$ cat src/sv/kdt_pkg.sv
`default_nettype none
package kdt_pkg;

	localparam int NUM_KEYS = 12;
	localparam int KEY_W    = 4;
	localparam int CHAR_W   = 7;
	localparam int WIN_W    = 16;

	localparam logic [WIN_W-1:0] WIN_RESET = 16'd35;

	// request kinds carried in the input tuser
	localparam logic REQ_SCAN  = 1'b0;
	localparam logic REQ_FORCE = 1'b1;

	typedef logic [KEY_W-1:0]  key_t;
	typedef logic [CHAR_W-1:0] char_t;

	// character side of one result beat
	typedef struct packed {
		logic  char_valid;
		char_t char_code;
		char_t preview_code;
	} res_t;

	// single-tap map: 1..9, *, 0, #
	function automatic char_t single_char(input key_t k);
		char_t c;
		case (k)
			4'd0:    c = 7'h31;
			4'd1:    c = 7'h32;
			4'd2:    c = 7'h33;
			4'd3:    c = 7'h34;
			4'd4:    c = 7'h35;
			4'd5:    c = 7'h36;
			4'd6:    c = 7'h37;
			4'd7:    c = 7'h38;
			4'd8:    c = 7'h39;
			4'd9:    c = 7'h2A;
			4'd10:   c = 7'h30;
			4'd11:   c = 7'h23;
			default: c = 7'h31;
		endcase
		return c;
	endfunction

	// double-tap map: A..F on the first six keys, others as single
	function automatic char_t double_char(input key_t k);
		char_t c;
		case (k)
			4'd0:    c = 7'h41;
			4'd1:    c = 7'h42;
			4'd2:    c = 7'h43;
			4'd3:    c = 7'h44;
			4'd4:    c = 7'h45;
			4'd5:    c = 7'h46;
			default: c = single_char(k);
		endcase
		return c;
	endfunction

	function automatic char_t key_char(input key_t k, input logic twice);
		return twice ? double_char(k) : single_char(k);
	endfunction

endpackage
`default_nettype wire

$ cat src/sv/kdt_lane.sv
`default_nettype none
// One key: three-sample debounce and stable-level tracking
module kdt_lane (
	input  wire logic clk,
	input  wire logic arst_n,
	input  wire logic en,       // accepted scan beat
	input  wire logic raw,      // sampled level, 0 = pressed
	output logic      fell,     // stable change to low on this sample
	output logic      stable_d  // stable level after this beat
);

	logic prev_q, prev2_q, stable_q;
	logic agree;

	// three samples agree
	assign agree    = (prev2_q == prev_q) && (prev_q == raw);
	assign fell     = agree && (stable_q != raw) && !raw;
	assign stable_d = (en && agree) ? raw : stable_q;

	// history resets to released level
	always_ff @(posedge clk or negedge arst_n) begin
		if (!arst_n) begin
			prev_q   <= 1'b1;
			prev2_q  <= 1'b1;
			stable_q <= 1'b1;
		end else if (en) begin
			prev2_q  <= prev_q;
			prev_q   <= raw;
			stable_q <= stable_d;
		end
	end

endmodule
`default_nettype wire

$ cat src/sv/kdt_tap.sv
`default_nettype none
// Merge of lane presses and the double-tap machine
module kdt_tap #(
	parameter int NUM_KEYS = kdt_pkg::NUM_KEYS
) (
	input  wire logic                       clk,
	input  wire logic                       arst_n,
	input  wire logic                       accept,
	input  wire logic                       req,
	input  wire logic [NUM_KEYS-1:0]        fell,
	input  wire logic [kdt_pkg::WIN_W-1:0]  window,
	output kdt_pkg::res_t                   res
);

	localparam int KW = $clog2(NUM_KEYS);

	logic                      pend_q, twice_q;
	logic [KW-1:0]             key_q;
	logic [kdt_pkg::WIN_W-1:0] wc_q;
	kdt_pkg::char_t            pre_q;

	logic                      have;
	logic [KW-1:0]             press;
	logic                      pend_n, twice_n, fin;
	logic [KW-1:0]             key_n;
	logic [kdt_pkg::WIN_W-1:0] wc_n;
	kdt_pkg::char_t            pre_n, code;

	// highest-index new press wins
	always_comb begin
		have  = 1'b0;
		press = '0;
		for (int i = 0; i < NUM_KEYS; i++) begin
			if (fell[i]) begin
				have  = 1'b1;
				press = KW'(i);
			end
		end
	end

	// next state of the tap machine
	always_comb begin
		pend_n  = pend_q;
		twice_n = twice_q;
		key_n   = key_q;
		wc_n    = wc_q;
		pre_n   = pre_q;
		fin     = 1'b0;
		code    = '0;
		if (req == kdt_pkg::REQ_FORCE) begin
			if (pend_q) begin
				fin     = 1'b1;
				code    = kdt_pkg::key_char(kdt_pkg::KEY_W'(key_q), twice_q);
				pend_n  = 1'b0;
				twice_n = 1'b0;
				key_n   = '0;
				pre_n   = '0;
				wc_n    = '0;
			end
		end else begin
			// countdown; expiry finalizes
			if (wc_q != '0) begin
				wc_n = wc_q - 1'b1;
				if (wc_n == '0 && pend_q) begin
					fin     = 1'b1;
					code    = kdt_pkg::key_char(kdt_pkg::KEY_W'(key_q), twice_q);
					pend_n  = 1'b0;
					twice_n = 1'b0;
					key_n   = '0;
					pre_n   = '0;
				end
			end
			if (have) begin
				if (pend_n && press == key_n) begin
					twice_n = 1'b1;
					wc_n    = window;
					pre_n   = kdt_pkg::double_char(kdt_pkg::KEY_W'(key_n));
				end else begin
					if (pend_n) begin
						fin  = 1'b1;
						code = kdt_pkg::key_char(kdt_pkg::KEY_W'(key_n), twice_n);
					end
					pend_n  = 1'b1;
					key_n   = press;
					twice_n = 1'b0;
					pre_n   = kdt_pkg::single_char(kdt_pkg::KEY_W'(press));
					wc_n    = window;
				end
			end
		end
	end

	assign res.char_valid   = fin;
	assign res.char_code    = code;
	assign res.preview_code = pre_n;

	// machine state
	always_ff @(posedge clk or negedge arst_n) begin
		if (!arst_n) begin
			pend_q  <= 1'b0;
			twice_q <= 1'b0;
			key_q   <= '0;
			wc_q    <= '0;
			pre_q   <= '0;
		end else if (accept) begin
			pend_q  <= pend_n;
			twice_q <= twice_n;
			key_q   <= key_n;
			wc_q    <= wc_n;
			pre_q   <= pre_n;
		end
	end

endmodule
`default_nettype wire

$ cat src/sv/keypad_debounce_double_tap.sv
// Result beats are registered. Throughput: one beat per cycle while the skid
// entry is empty; all key lanes and the tap machine update in the single
// cycle of acceptance, a two-deep output buffer absorbs stalls.
// Reset (arst_n low, asynchronous): keys released, nothing pending,
// countdown zero, tap window 35 scan ticks, output buffer empty.
`default_nettype none
module keypad_debounce_double_tap #(
	parameter int  NUM_KEYS = kdt_pkg::NUM_KEYS,
	localparam int IN_W     = ((NUM_KEYS + 7) / 8) * 8,
	localparam int PAY_W    = 2 * kdt_pkg::CHAR_W + NUM_KEYS,
	localparam int OUT_W    = ((PAY_W + 7) / 8) * 8
) (
	input  wire logic                      clk,
	input  wire logic                      arst_n,
	input  wire logic                      cfg_we,
	input  wire logic [kdt_pkg::WIN_W-1:0] cfg_wdata,     // double_tap_window
	input  wire logic                      s_axis_tvalid,
	output logic                           s_axis_tready,
	input  wire logic [IN_W-1:0]           s_axis_tdata,  // raw_levels, zero pad
	input  wire logic                      s_axis_tuser,  // req_type
	output logic                           m_axis_tvalid,
	input  wire logic                      m_axis_tready,
	output logic [OUT_W-1:0]               m_axis_tdata,  // char_code, preview_code,
	                                                      // pressed_mask, zero pad
	output logic                           m_axis_tuser   // char_valid
);

	typedef struct packed {
		logic             flag;
		logic [PAY_W-1:0] pay;
	} beat_t;

	logic                      accept, scan;
	logic [NUM_KEYS-1:0]       raw, fell, stable_d;
	logic [kdt_pkg::WIN_W-1:0] window_q;
	kdt_pkg::res_t             res;
	beat_t                     beat, out_q, skid_q;
	logic                      out_valid_q, skid_valid_q;

	assign accept = s_axis_tvalid && s_axis_tready;
	assign scan   = accept && (s_axis_tuser == kdt_pkg::REQ_SCAN);
	assign raw    = s_axis_tdata[NUM_KEYS-1:0];

	// window register
	always_ff @(posedge clk or negedge arst_n) begin
		if (!arst_n) begin
			window_q <= kdt_pkg::WIN_RESET;
		end else if (cfg_we) begin
			window_q <= cfg_wdata;
		end
	end

	// one debounce lane per key
	for (genvar g = 0; g < NUM_KEYS; g++) begin : g_lane
		kdt_lane u_lane (
			.clk      (clk),
			.arst_n   (arst_n),
			.en       (scan),
			.raw      (raw[g]),
			.fell     (fell[g]),
			.stable_d (stable_d[g])
		);
	end

	kdt_tap #(.NUM_KEYS(NUM_KEYS)) u_tap (
		.clk    (clk),
		.arst_n (arst_n),
		.accept (accept),
		.req    (s_axis_tuser),
		.fell   (fell & {NUM_KEYS{scan}}),
		.window (window_q),
		.res    (res)
	);

	// pack the result beat
	assign beat.flag = res.char_valid;
	assign beat.pay  = {~stable_d, res.preview_code, res.char_code};

	// output register plus skid entry
	assign s_axis_tready = !skid_valid_q;

	always_ff @(posedge clk or negedge arst_n) begin
		if (!arst_n) begin
			out_valid_q  <= 1'b0;
			skid_valid_q <= 1'b0;
		end else if (out_valid_q && m_axis_tready) begin
			if (skid_valid_q) begin
				skid_valid_q <= 1'b0;
			end else if (!accept) begin
				out_valid_q <= 1'b0;
			end
		end else if (accept) begin
			if (!out_valid_q) begin
				out_valid_q <= 1'b1;
			end else begin
				skid_valid_q <= 1'b1;
			end
		end
	end

	always_ff @(posedge clk) begin
		if (out_valid_q && m_axis_tready) begin
			if (skid_valid_q) begin
				out_q <= skid_q;
			end else if (accept) begin
				out_q <= beat;
			end
		end else if (accept) begin
			if (!out_valid_q) begin
				out_q <= beat;
			end else begin
				skid_q <= beat;
			end
		end
	end

	assign m_axis_tvalid = out_valid_q;
	assign m_axis_tuser  = out_q.flag;
	assign m_axis_tdata  = OUT_W'(out_q.pay);

endmodule
`default_nettype wire

$ cat config.mk
export PLATFORM = sky130hd
export DESIGN_NAME = keypad_debounce_double_tap
export DESIGN_NICKNAME = d
export VERILOG_FILES = /design/src/sv/kdt_pkg.sv /design/src/sv/kdt_lane.sv /design/src/sv/kdt_tap.sv /design/src/sv/keypad_debounce_double_tap.sv
export SDC_FILE = /design/constraint.sdc
export NUM_CORES = 1
export LEC_CHECK = 0
export ABC_AREA = 1
export BUFFER_PORTS_ARGS = -buffer_cell sky130_fd_sc_hd__buf_2
export CAP_MARGIN = 20
export CORE_MARGIN = 2
export CORE_UTILIZATION = 64
export DETAILED_ROUTE_END_ITERATION = 10
export GPL_TIMING_DRIVEN = 0
export PLACE_DENSITY = 0.85
export SYNTH_ARGS = -nofsm -noshare
export SYNTH_HDL_FRONTEND = slang
export SYNTH_SLANG_ARGS = --single-unit
$ cat constraint.sdc
create_clock -name clk -period 4.72 [get_ports clk]
set_clock_uncertainty 0.05 [all_clocks]
set_input_delay 0.944 -clock clk [delete_from_list [all_inputs] [get_ports clk]]
set_output_delay 0.944 -clock clk [all_outputs]
set_load 0.01 [all_outputs]
==> results of run 1 <==
==> state kept, by name (all words and copies together) (netlist names) <==
register                flops
u_tap.twice_q               1
u_tap.pre_q                 7
u_tap.wc_q                 16
window_q                   16
u_tap.key_q                 4
g_lane.u_lane.prev_q       12
m_axis_tvalid               1
skid_q                     27
g_lane.u_lane.stable_q     12
skid_valid_q                1
m_axis_tuser                1
u_tap.pend_q                1
g_lane.u_lane.prev2_q      12
m_axis_tdata               26
==> logic make-up after synthesis <==
group,after synthesis
buf+inv,169
other cells,1
compound gates,172
flops,137
xor+xnor,2
fa+ha+maj,14
mux,4
simple gates,432
==> worst min path at each step <==
stage	cells past startpoint	to	startpoint
after floorplan	2	g_lane[10].u_lane.prev2_q	g_lane[10].u_lane.prev2_q
final	1	window_q[15]	arst_n
after global routing	1	window_q[15]	arst_n
after global placement	2	g_lane[10].u_lane.prev2_q	g_lane[10].u_lane.prev2_q
after CTS	1	window_q[15]	arst_n
after detailed placement	2	g_lane[10].u_lane.prev2_q	g_lane[10].u_lane.prev2_q
==> synth_stat cells (6+ instances only) <==
library cell / n / area (sq um)
clkbuf_1: 15 / 56.3
nand4_1: 10 / 62.6
nand3_1: 45 / 225
nor2_2: 7 / 43.8
buf_4: 7 / 52.6
ha_1: 14 / 175
inv_2: 8 / 30.0
dfrtp_1: 44 / 1100
nor4_1: 6 / 37.5
edfxtp_1: 54 / 1620
buf_2: 8 / 40.0
nor3_1: 7 / 35.0
nor2_1: 65 / 244
o22ai_1: 21 / 131
a21oi_1: 24 / 120
nand2_1: 256 / 961
nand2_2: 12 / 75.1
nor2_4: 8 / 90.1
dfstp_2: 39 / 1020
inv_1: 124 / 465
o21ai_1: 19 / 95.1
o21ai_0: 90 / 450
==> through the flow <==
| step | setup slack [ns] | power (mW) | utilization [%] | cell area, sq um |
|---|---|---|---|---|
| after floorplan | 1.64 | 3.59 | - | 7600 |
| final | 0.858 | 5.59 | 75.9 | 8740 |
| after global placement | 1.12 | 4.10 | 70.2 | 8080 |
| after global routing | 0.562 | 5.95 | 75.9 | 8740 |
| after CTS | 0.908 | 5.56 | 75.9 | 8740 |
| after detailed placement | 1.01 | 4.21 | 70.9 | 8160 |
==> power breakdown <==
part,switching (mW),internal (mW),total [mW]
clock,0.535,0.780,1.31
combinational,1.49,0.694,2.19
sequential,0.249,1.84,2.09
==> per-layer routing <==
layer | vias up | global-route usage [%] | wire, microns
met4 | 0 | 14.2 | 463
met2 | 345 | 51.3 | 9030
li1 | 3208 | - | -
met3 | 46 | 6.16 | 1410
met5 | - | 0 | 0
met1 | 3076 | 37.6 | 7420
==> cell type report <==
| class | count | area (sq um) | area share [%] |
|---|---|---|---|
| buffer | 33 | 175 | 2.00 |
| clock buffer | 18 | 429 | 4.91 |
| clock inverter | 14 | 149 | 1.70 |
| inverter | 136 | 518 | 5.93 |
| multi-input combinational | 630 | 3170 | 36.3 |
| sequential | 137 | 3750 | 42.9 |
| tap | 143 | 179 | 2.05 |
| timing repair buffer | 63 | 373 | 4.27 |
==> metrics.md, run 1 <==
| Metric | Value |
|---|---|
| CTS buffer count | 17 |
| Seq/Total Area, Yosys | 49.4% |
| WP data arrival | 4.09 ns |
| Hold WS | 0.417 ns |
| Setup crit end kind | register |
| Crit path kind | reg2reg |
| Final setup viols | 0 |
| R2R Setup Slk | 0.86 ns |
| FF-to-FF path depth | 23 |
| Buffers & Inverters on Critical Path | 2 |
| Fill count | 854 |
| Die Y | 113 microns |
| Pre-antenna DRT Iters | 8 |
| CP startpoint | u_tap.wc_q[0] |
| Min cycle time layout | 3.86 ns |
| Pin count of the biggest net entering global routing | 51 |
| Starting Density | 65.9% |
| Clk sinks | 137 |
| CP top delay family | simple AND/OR/NAND/NOR gates |
| Worst rel slew slack | 60.9% |
| Non-Filler Instances | 1174 |
| Post-synth EDFFs | 54 |
| Clock slew at reported path FFs | 0.06 ns |
| VDD IR-drop max | 0.273 mV |
| Status | finished, violations left |
| Diode count | 0 |
| Share of synthesized cell area in and, or, nand and nor gates | 25.6% |
| Synthesis Warnings | 0 |
| CP Cell Sequence | inv_2 -> ha_1 -> nand2_1 -> nor2_1 -> nand3_1 -> nand2_1 -> nand2_1 -> nor2_1 -> nand2_1 -> nor2_4 -> nand3_4 -> nand2_2 -> inv_2 -> ha_1 -> o211ai_2 -> nand3_2 -> nand2_1 -> nand2_1 -> nand2_1 -> nand2_1 -> nand3_1 -> o21ai_1 -> o21ai_1 |
| Critical Path Start Type | register |
| Worst Hold Class | in2async |
| Post-route ant nets | 0 |
| Worst Tran Pin Value | 0.586 ns |
| Yosys reg bits | 137 |
| Fin crit share | 81.8% |
| Clk root buf | clkbuf_16 |
| CTS tree | done |
| 1st-iter DRT viols | 643 |
| Post-synth design cell area | 7580 sq um |
| First-pass GRT wire length | 30.5 mm |
| Antenna violations before repair | 0 |
| Post-synthesis mux area share | 0.577% |
| Post-synthesis share of cell area spent on xor and xnor gates | 0.231% |
| RR Endpoint | m_axis_tdata[5] |
| WL per Instance | 15.6 microns |
| Max Cap Viol | 0 |
| Max-slew violations | 0 |
| Synth cell types | 50 |
| CTS H-tree lvls | 4 |
| Avg Cell Area, Syn | 8.15 sq um |
| Post-cts gate resize count | 0 |
| Termination of the worst setup path | m_axis_tdata[5] |
| Largest family of logic cells by synthesized area | simple AND/OR/NAND/NOR gates |
| IO Port Bufs | 60 |
| Violated checks | design-rule violations |
| Share of cells above drive strength 1 | 20.5% |
| IO Count | 73 |
| Most frequent cells in the layout | nand2_1, inv_1, o21ai_0, buf_2, nor2_1 |
| Post-route setup TNS | 0 ns |
| Cts hold-fix bufs | 0 |
| Rows | 39 |
| Final GP Congestion | 0.996 |
| GRT overflow | 0 |
| Die ar. | 12700 sq um |
| Top cell by count, worst path | nand2_1 |
| Synth-to-Final Area Change | 15.2% |
| WL final | 18.3 mm |
| Most common cell after layout, fill and taps aside | nand2_1 |
| CTS max path bufs | 2 |
| Number of instances in the placed design | 1142 |
| Adder-cell share of the synthesized area | 2.31% |
| RSZ-0062 raised after global routing | false |
| Critical Path Max Stage Delay | 0.44 ns |
| Vias in the first global route | 6576 |
| Routed vias/inst | 5.69 |
| HPWL Detailed | 12.7 mm |
| Worst-skew pair later-pin latency | 0.43 ns |
| GRT Total Usage | 30.3% |
| Die width | 113 microns |
| Worst-path maximum fanout | 8 |
| Cell depth of the worst setup path | 23 |
| Core footprint | 11500 sq um |
| Endpoints failing hold | 0 |
| Asr flop ratio synth | 60.6% |
| Cell count after synthesis | 931 |
| Total number of vias | 6675 |
| CP required | 4.94 ns |
| Critical-path top delay cell | dfrtp_1 |
| Detailed-route DRC error count | 8 |
| Worst R2R Start | u_tap.wc_q[0] |
| Post-CTS Setup Bufs | 0 |
| FMAX | 259 MHz |
| Complex-gate fraction of the synthesized area | 12.7% |
| Pwr/cell area | 640 nW/um^2 |
| Final nets | 1070 |
| Leakage power | 4.03 nW |
| Top FF cell, synth | edfxtp_1 |
Power figures use the tool's default switching activity.
==> run 2, diff against run 1 <==
- CORE_UTILIZATION: 64 -> 60
- PLACE_DENSITY: 0.85 -> 0.81
- clock period: 4.72 -> 3.7 ns (I/O delays scaled with it)
==> metrics.md, run 2 (synthesized netlist as in run 1, its figures left out) <==
| Metric | Value |
|---|---|
| Buffers & Inverters on Critical Path | 2 |
| Cts hold-fix bufs | 0 |
| Share of cells above drive strength 1 | 21.5% |
| Rows | 41 |
| Post-route ant nets | 0 |
| Die Y | 116 microns |
| Status | complete, no violations |
| Diode count | 0 |
| Die width | 116 microns |
| Max Cap Viol | 0 |
| Worst-skew pair later-pin latency | 0.42 ns |
| Max FFs per register | 27 |
| Final setup margin | 0.208 ns |
| CP required | 3.94 ns |
| Fin crit share | 94.4% |
| Worst R2R Start | u_tap.wc_q[1] |
| CP startpoint | u_tap.wc_q[1] |
| Vias in the first global route | 5972 |
| Power, Total | 7.15 mW |
| Worst rel slew slack | 53.3% |
| Worst Hold Class | in2async |
| CTS tree | done |
| Top cell by count, worst path | nand2_1 |
| Worst Setup Slack post-DPL | -0.0148 ns |
| Min cycle time layout | 3.49 ns |
| Worst-path maximum fanout | 7 |
| 1st-iter DRT viols | 539 |
| Clk sinks | 137 |
| WP data arrival | 3.73 ns |
| Pre-antenna DRT Iters | 5 |
| Die ar. | 13600 sq um |
| Most frequent cells in the layout | nand2_1, inv_1, o21ai_0, buf_2, nor2_1 |
| WL final | 17.6 mm |
| Critical-path top delay cell | dfrtp_1 |
| CTS H-tree lvls | 4 |
| Critical Path Start Type | register |
| Synth-to-Final Area Change | 16.8% |
| Crit path kind | reg2reg |
| Endpoints failing hold | 0 |
| Leakage power | 4.07 nW |
| CP Cell Sequence | inv_1 -> ha_4 -> nand2_1 -> nor2_4 -> nand3_1 -> nand2_1 -> nand2_1 -> nor2_2 -> nand2_1 -> nor2_4 -> nand3_4 -> nand2_4 -> inv_2 -> ha_1 -> o211ai_2 -> nand3_2 -> nand2_1 -> nand3_1 -> o21ai_0 -> nand2_1 -> a21oi_2 -> nand2_1 -> nand2_1 |
| IO Count | 73 |
| Clk root buf | clkbuf_16 |
| Final nets | 1075 |
| WL per Instance | 14.6 microns |
| Most common cell after layout, fill and taps aside | nand2_1 |
| Total number of vias | 6469 |
| Max-slew violations | 0 |
| GRT Total Usage | 27.8% |
| Critical Path Max Stage Delay | 0.38 ns |
| Starting Density | 60.8% |
| Pwr/cell area | 807 nW/um^2 |
| Antenna violations before repair | 0 |
| HPWL Detailed | 12.7 mm |
| CTS buffer count | 17 |
| Setup crit end kind | register |
| First-pass GRT wire length | 29.0 mm |
| Clock slew at reported path FFs | 0.06 ns |
| GRT overflow | 0 |
| Routed vias/inst | 5.36 |
| CTS max path bufs | 2 |
| Worst Tran Pin Value | 0.699 ns |
| CP top delay family | simple AND/OR/NAND/NOR gates |
| FMAX | 286 MHz |
| VDD IR-drop max | 0.370 mV |
| Core footprint | 12500 sq um |
| Final setup viols | 0 |
| Non-Filler Instances | 1208 |
| Detailed-route DRC error count | 0 |
| Number of instances in the placed design | 1171 |
| Final GP Congestion | 0.949 |
| Largest register by flop count | skid_q |
| IO Port Bufs | 60 |
| Pin count of the biggest net entering global routing | 43 |
## run 2: cell types whose count changed in the layout (fill, tap and decap cells not counted), moves of 2 or more
cell	before	now
buf_4	8	13
nand2_4	2	4
clkinv_4	1	4
nor2_1	63	61
clkinvlp_4	5	1
nand2_2	12	10
## run 2: area by class of cell
class	count	area [sq um]
plain buffers	33	175
inverters	136	520
well taps	172	215
clock inverters	13	144
fillers	1003	3610
clock buffers	19	443
repair buffers	68	403
flip-flops and latches	137	3750
multi-input cells	630	3210
## run 2: where the power goes
| part | leakage (nW) | switching (mW) | total [mW] | internal (mW) |
|---|---|---|---|---|
| sequential | 1.47 | 0.318 | 2.67 | 2.35 |
| combinational | 2.31 | 1.88 | 2.80 | 0.916 |
| clock | 0.288 | 0.663 | 1.68 | 1.02 |
| total | 4.07 | 2.86 | 7.15 | 4.29 |
## run 2: metrics by stage
| stage | hold slack [ns] | utilization, % | cell area, sq um | TNS (ns) |
|---|---|---|---|---|
| after global placement | 0.408 | 65.1 | 8120 | 0 |
| after floorplan | 0.394 | - | 7600 | 0 |
| after detailed placement | 0.415 | 65.7 | 8190 | -0.0238 |
| final | 0.252 | 71.1 | 8860 | 0 |
| after global routing | 0.287 | 71.1 | 8860 | -0.00340 |
| after CTS | 0.269 | 70.4 | 8780 | 0 |
## run 2: worst register-to-register path, delay by kind of cell, from the launching register on
family,cells,cell delay (ns)
and+or+nand+nor,16,1.74
buffers and inverters,2,0.26
adders and majority gates,2,0.46
AOI/OAI and AO/OA,3,0.48
DFF,1,0.38
## run 2: repair_timing
item,in CTS,in global routing
resized for setup,1,10
setup endpoints to repair,4,31
buffers inserted,0,5
pin swaps,0,1
## run 2: worst paths after layout
check                                                  to  slack [ns]  cells after the start
worst min-delay path                       u_tap.wc_q[15]        0.25                      1
min in group clk                g_lane[10].u_lane.prev2_q        0.42                      2
worst max register to register            m_axis_tdata[1]        0.21                     23
worst max-delay path                      m_axis_tdata[1]        0.21                     23
worst min register to register  g_lane[10].u_lane.prev2_q        0.42                      2
max in group asynchronous       g_lane[7].u_lane.stable_q        2.68                      2
## run 2: metal layers
| layer | global-route usage [%] | up-vias | wire length [microns] |
|---|---|---|---|
| met4 | 11.5 | 0 | 441 |
| met2 | 45.3 | 232 | 8620 |
| met3 | 5.71 | 40 | 1070 |
| li1 | - | 3224 | - |
| met1 | 36.5 | 2973 | 7480 |
| met5 | 0 | - | 0 |
==> run 3, diff against run 2 <==
- CORE_UTILIZATION: 60 -> 54
- PLACE_DENSITY: 0.81 -> 0.77
- SLEW_MARGIN: not set -> 15
- clock period: 3.7 -> 3.17 ns (I/O delays scaled with it)
==> metrics.md, run 3 (synthesized netlist as in run 1, its figures left out) <==
| Metric | Value |
|---|---|
| Status | finished, violations left |
| Violated checks | negative setup slack |
| Die Y | 123 microns |
| Die width | 123 microns |
| Core footprint | 13800 sq um |
| Final setup viols | 1 |
| WP data arrival | 3.45 ns |
| RR Endpoint | m_axis_tdata[1] |
| Total number of vias | 6557 |
| RSZ-0062 raised after global routing | true |
| Most frequent cells in the layout | nand2_1, inv_1, o21ai_0, buf_2, nor2_1 |
| 1st-iter DRT viols | 520 |
| Final setup margin | -0.0322 ns |
| R2R Setup Slk | -0.03 ns |
| Area of the multi-input gates | 3480 sq um |
| CP startpoint | u_tap.wc_q[1] |
| Critical Path Start Type | register |
| Rows | 43 |
| Fill count | 1136 |
| Endpoints failing hold | 0 |
| Clk root buf | clkbuf_16 |
| CTS buffer count | 17 |
| Worst Tran Pin Value | 0.764 ns |
| Worst Setup Slack post-DPL | -0.505 ns |
| Termination of the worst setup path | m_axis_tdata[1] |
| Clock slew at reported path FFs | 0.07 ns |
| IO Count | 73 |
| Hold WS | 0.137 ns |
| CTS H-tree lvls | 4 |
| WL per Instance | 15.3 microns |
| Max FFs per register | 27 |
| Worst R2R Start | u_tap.wc_q[1] |
| Min cycle time layout | 3.20 ns |
| Synth-to-Final Area Change | 22.8% |
| Non-Filler Instances | 1235 |
| CTS max path bufs | 2 |
| Clk sinks | 137 |
| Leakage power | 4.22 nW |
| Max Cap Viol | 0 |
| Cts hold-fix bufs | 0 |
| Most common cell after layout, fill and taps aside | nand2_1 |
| VDD IR-drop max | 0.396 mV |
| WL final | 18.9 mm |
| Routed vias/inst | 5.31 |
| HPWL Detailed | 13.2 mm |
| Worst-skew pair later-pin latency | 0.43 ns |
| Final GP Congestion | 0.967 |
| FF+latch area | 3750 sq um |
| Setup crit end kind | register |
| Number of instances in the placed design | 1178 |
| Share of cells above drive strength 1 | 28.2% |
| Starting Density | 55.1% |
| Largest register by flop count | skid_q |
| Worst rel slew slack | 48.9% |
| Final nets | 1094 |
| Detailed-route DRC error count | 0 |
| Diode count | 0 |
| Pwr/cell area | 965 nW/um^2 |
| Die ar. | 15000 sq um |
| IO Port Bufs | 60 |
| FF-to-FF path depth | 21 |
| Post-route ant nets | 0 |
| GRT overflow | 0 |
| Max-slew violations | 0 |
| Post-Route Utilization | 67.6% |
| CP required | 3.42 ns |
| Pre-antenna DRT Iters | 5 |
| CTS tree | done |
| Antenna violations before repair | 0 |
| Vias in the first global route | 6251 |
| First-pass GRT wire length | 30.3 mm |
| Power, Total | 8.99 mW |
| Pin count of the biggest net entering global routing | 51 |
| GRT Total Usage | 26.2% |
| Fin crit share | 101% |
| Crit path kind | reg2reg |
| Worst-path maximum fanout | 5 |
| Worst Hold Class | in2async |
| FMAX | 312 MHz |
run 3: changes by cell type in the layout (fill, tap and decap cells not counted), sizes merged:
cell    before  now
buf         86  104
clkbuf      34   33
clkinv       8    6
inv        138  142
run 3: area by class of cell:
cell class	instances	share of cell area, %
clock buffer	17	4.57
inverter	136	5.64
sequential	137	40.3
tap	180	2.42
multi-input combinational	630	37.4
clock inverter	15	1.97
buffer	33	1.89
timing repair buffer	87	5.84
run 3: worst max-delay path, stage by stage (launching register included):
cell      delay, ns
dfrtp_1        0.40
inv_2          0.11
ha_4           0.21
nand3_1        0.14
o21ai_1        0.15
nand2_1        0.12
nor2_1         0.13
nand2_2        0.08
nor2_4         0.11
nand3_4        0.13
nand2_4        0.14
inv_6          0.06
ha_4           0.18
o211ai_4       0.21
nand3_4        0.15
nand2_4        0.12
nand3_2        0.06
o21ai_1        0.09
nand2_1        0.08
a21oi_2        0.18
nand2_1        0.07
nand2_1        0.08
run 3: through the flow:
stage                     setup TNS (ns)  area [sq um]
after CTS                              0          8990
after floorplan                        0          7600
after global placement            -12.57          8130
final                            -0.0322          9320
after detailed placement          -12.50          8180
after global routing               -2.42          9320
run 3: worst min path at each step:
stage	from	end	slack, ns	depth (start not counted)
after floorplan	arst_n	m_axis_tvalid	0.29	0
after global placement	g_lane[8].u_lane.prev2_q	g_lane[8].u_lane.prev2_q	0.41	2
after detailed placement	g_lane[9].u_lane.prev2_q	g_lane[9].u_lane.prev2_q	0.42	2
after CTS	arst_n	u_tap.pend_q	0.14	1
after global routing	arst_n	u_tap.pend_q	0.16	1
final	arst_n	u_tap.pend_q	0.14	1
run 3: metal layers:
layer	track usage, %	part of all wire [%]
met1	33.7	43
met2	43.5	50
met3	5.16	5.0
met4	10.6	2.4
met5	0	0
run 3: repair_timing:
action,in CTS,in global routing
pin swaps,13,33
resized for setup,23,70
setup endpoints to repair,36,50
setup buffers,15,10
run 3: where the power goes:
part | total [mW] | switching [mW] | internal, mW | leakage, nW
clock | 2.03 | 0.844 | 1.19 | 0.297
sequential | 3.14 | 0.389 | 2.75 | 1.47
combinational | 3.82 | 2.47 | 1.35 | 2.46
total | 8.99 | 3.70 | 5.29 | 4.22
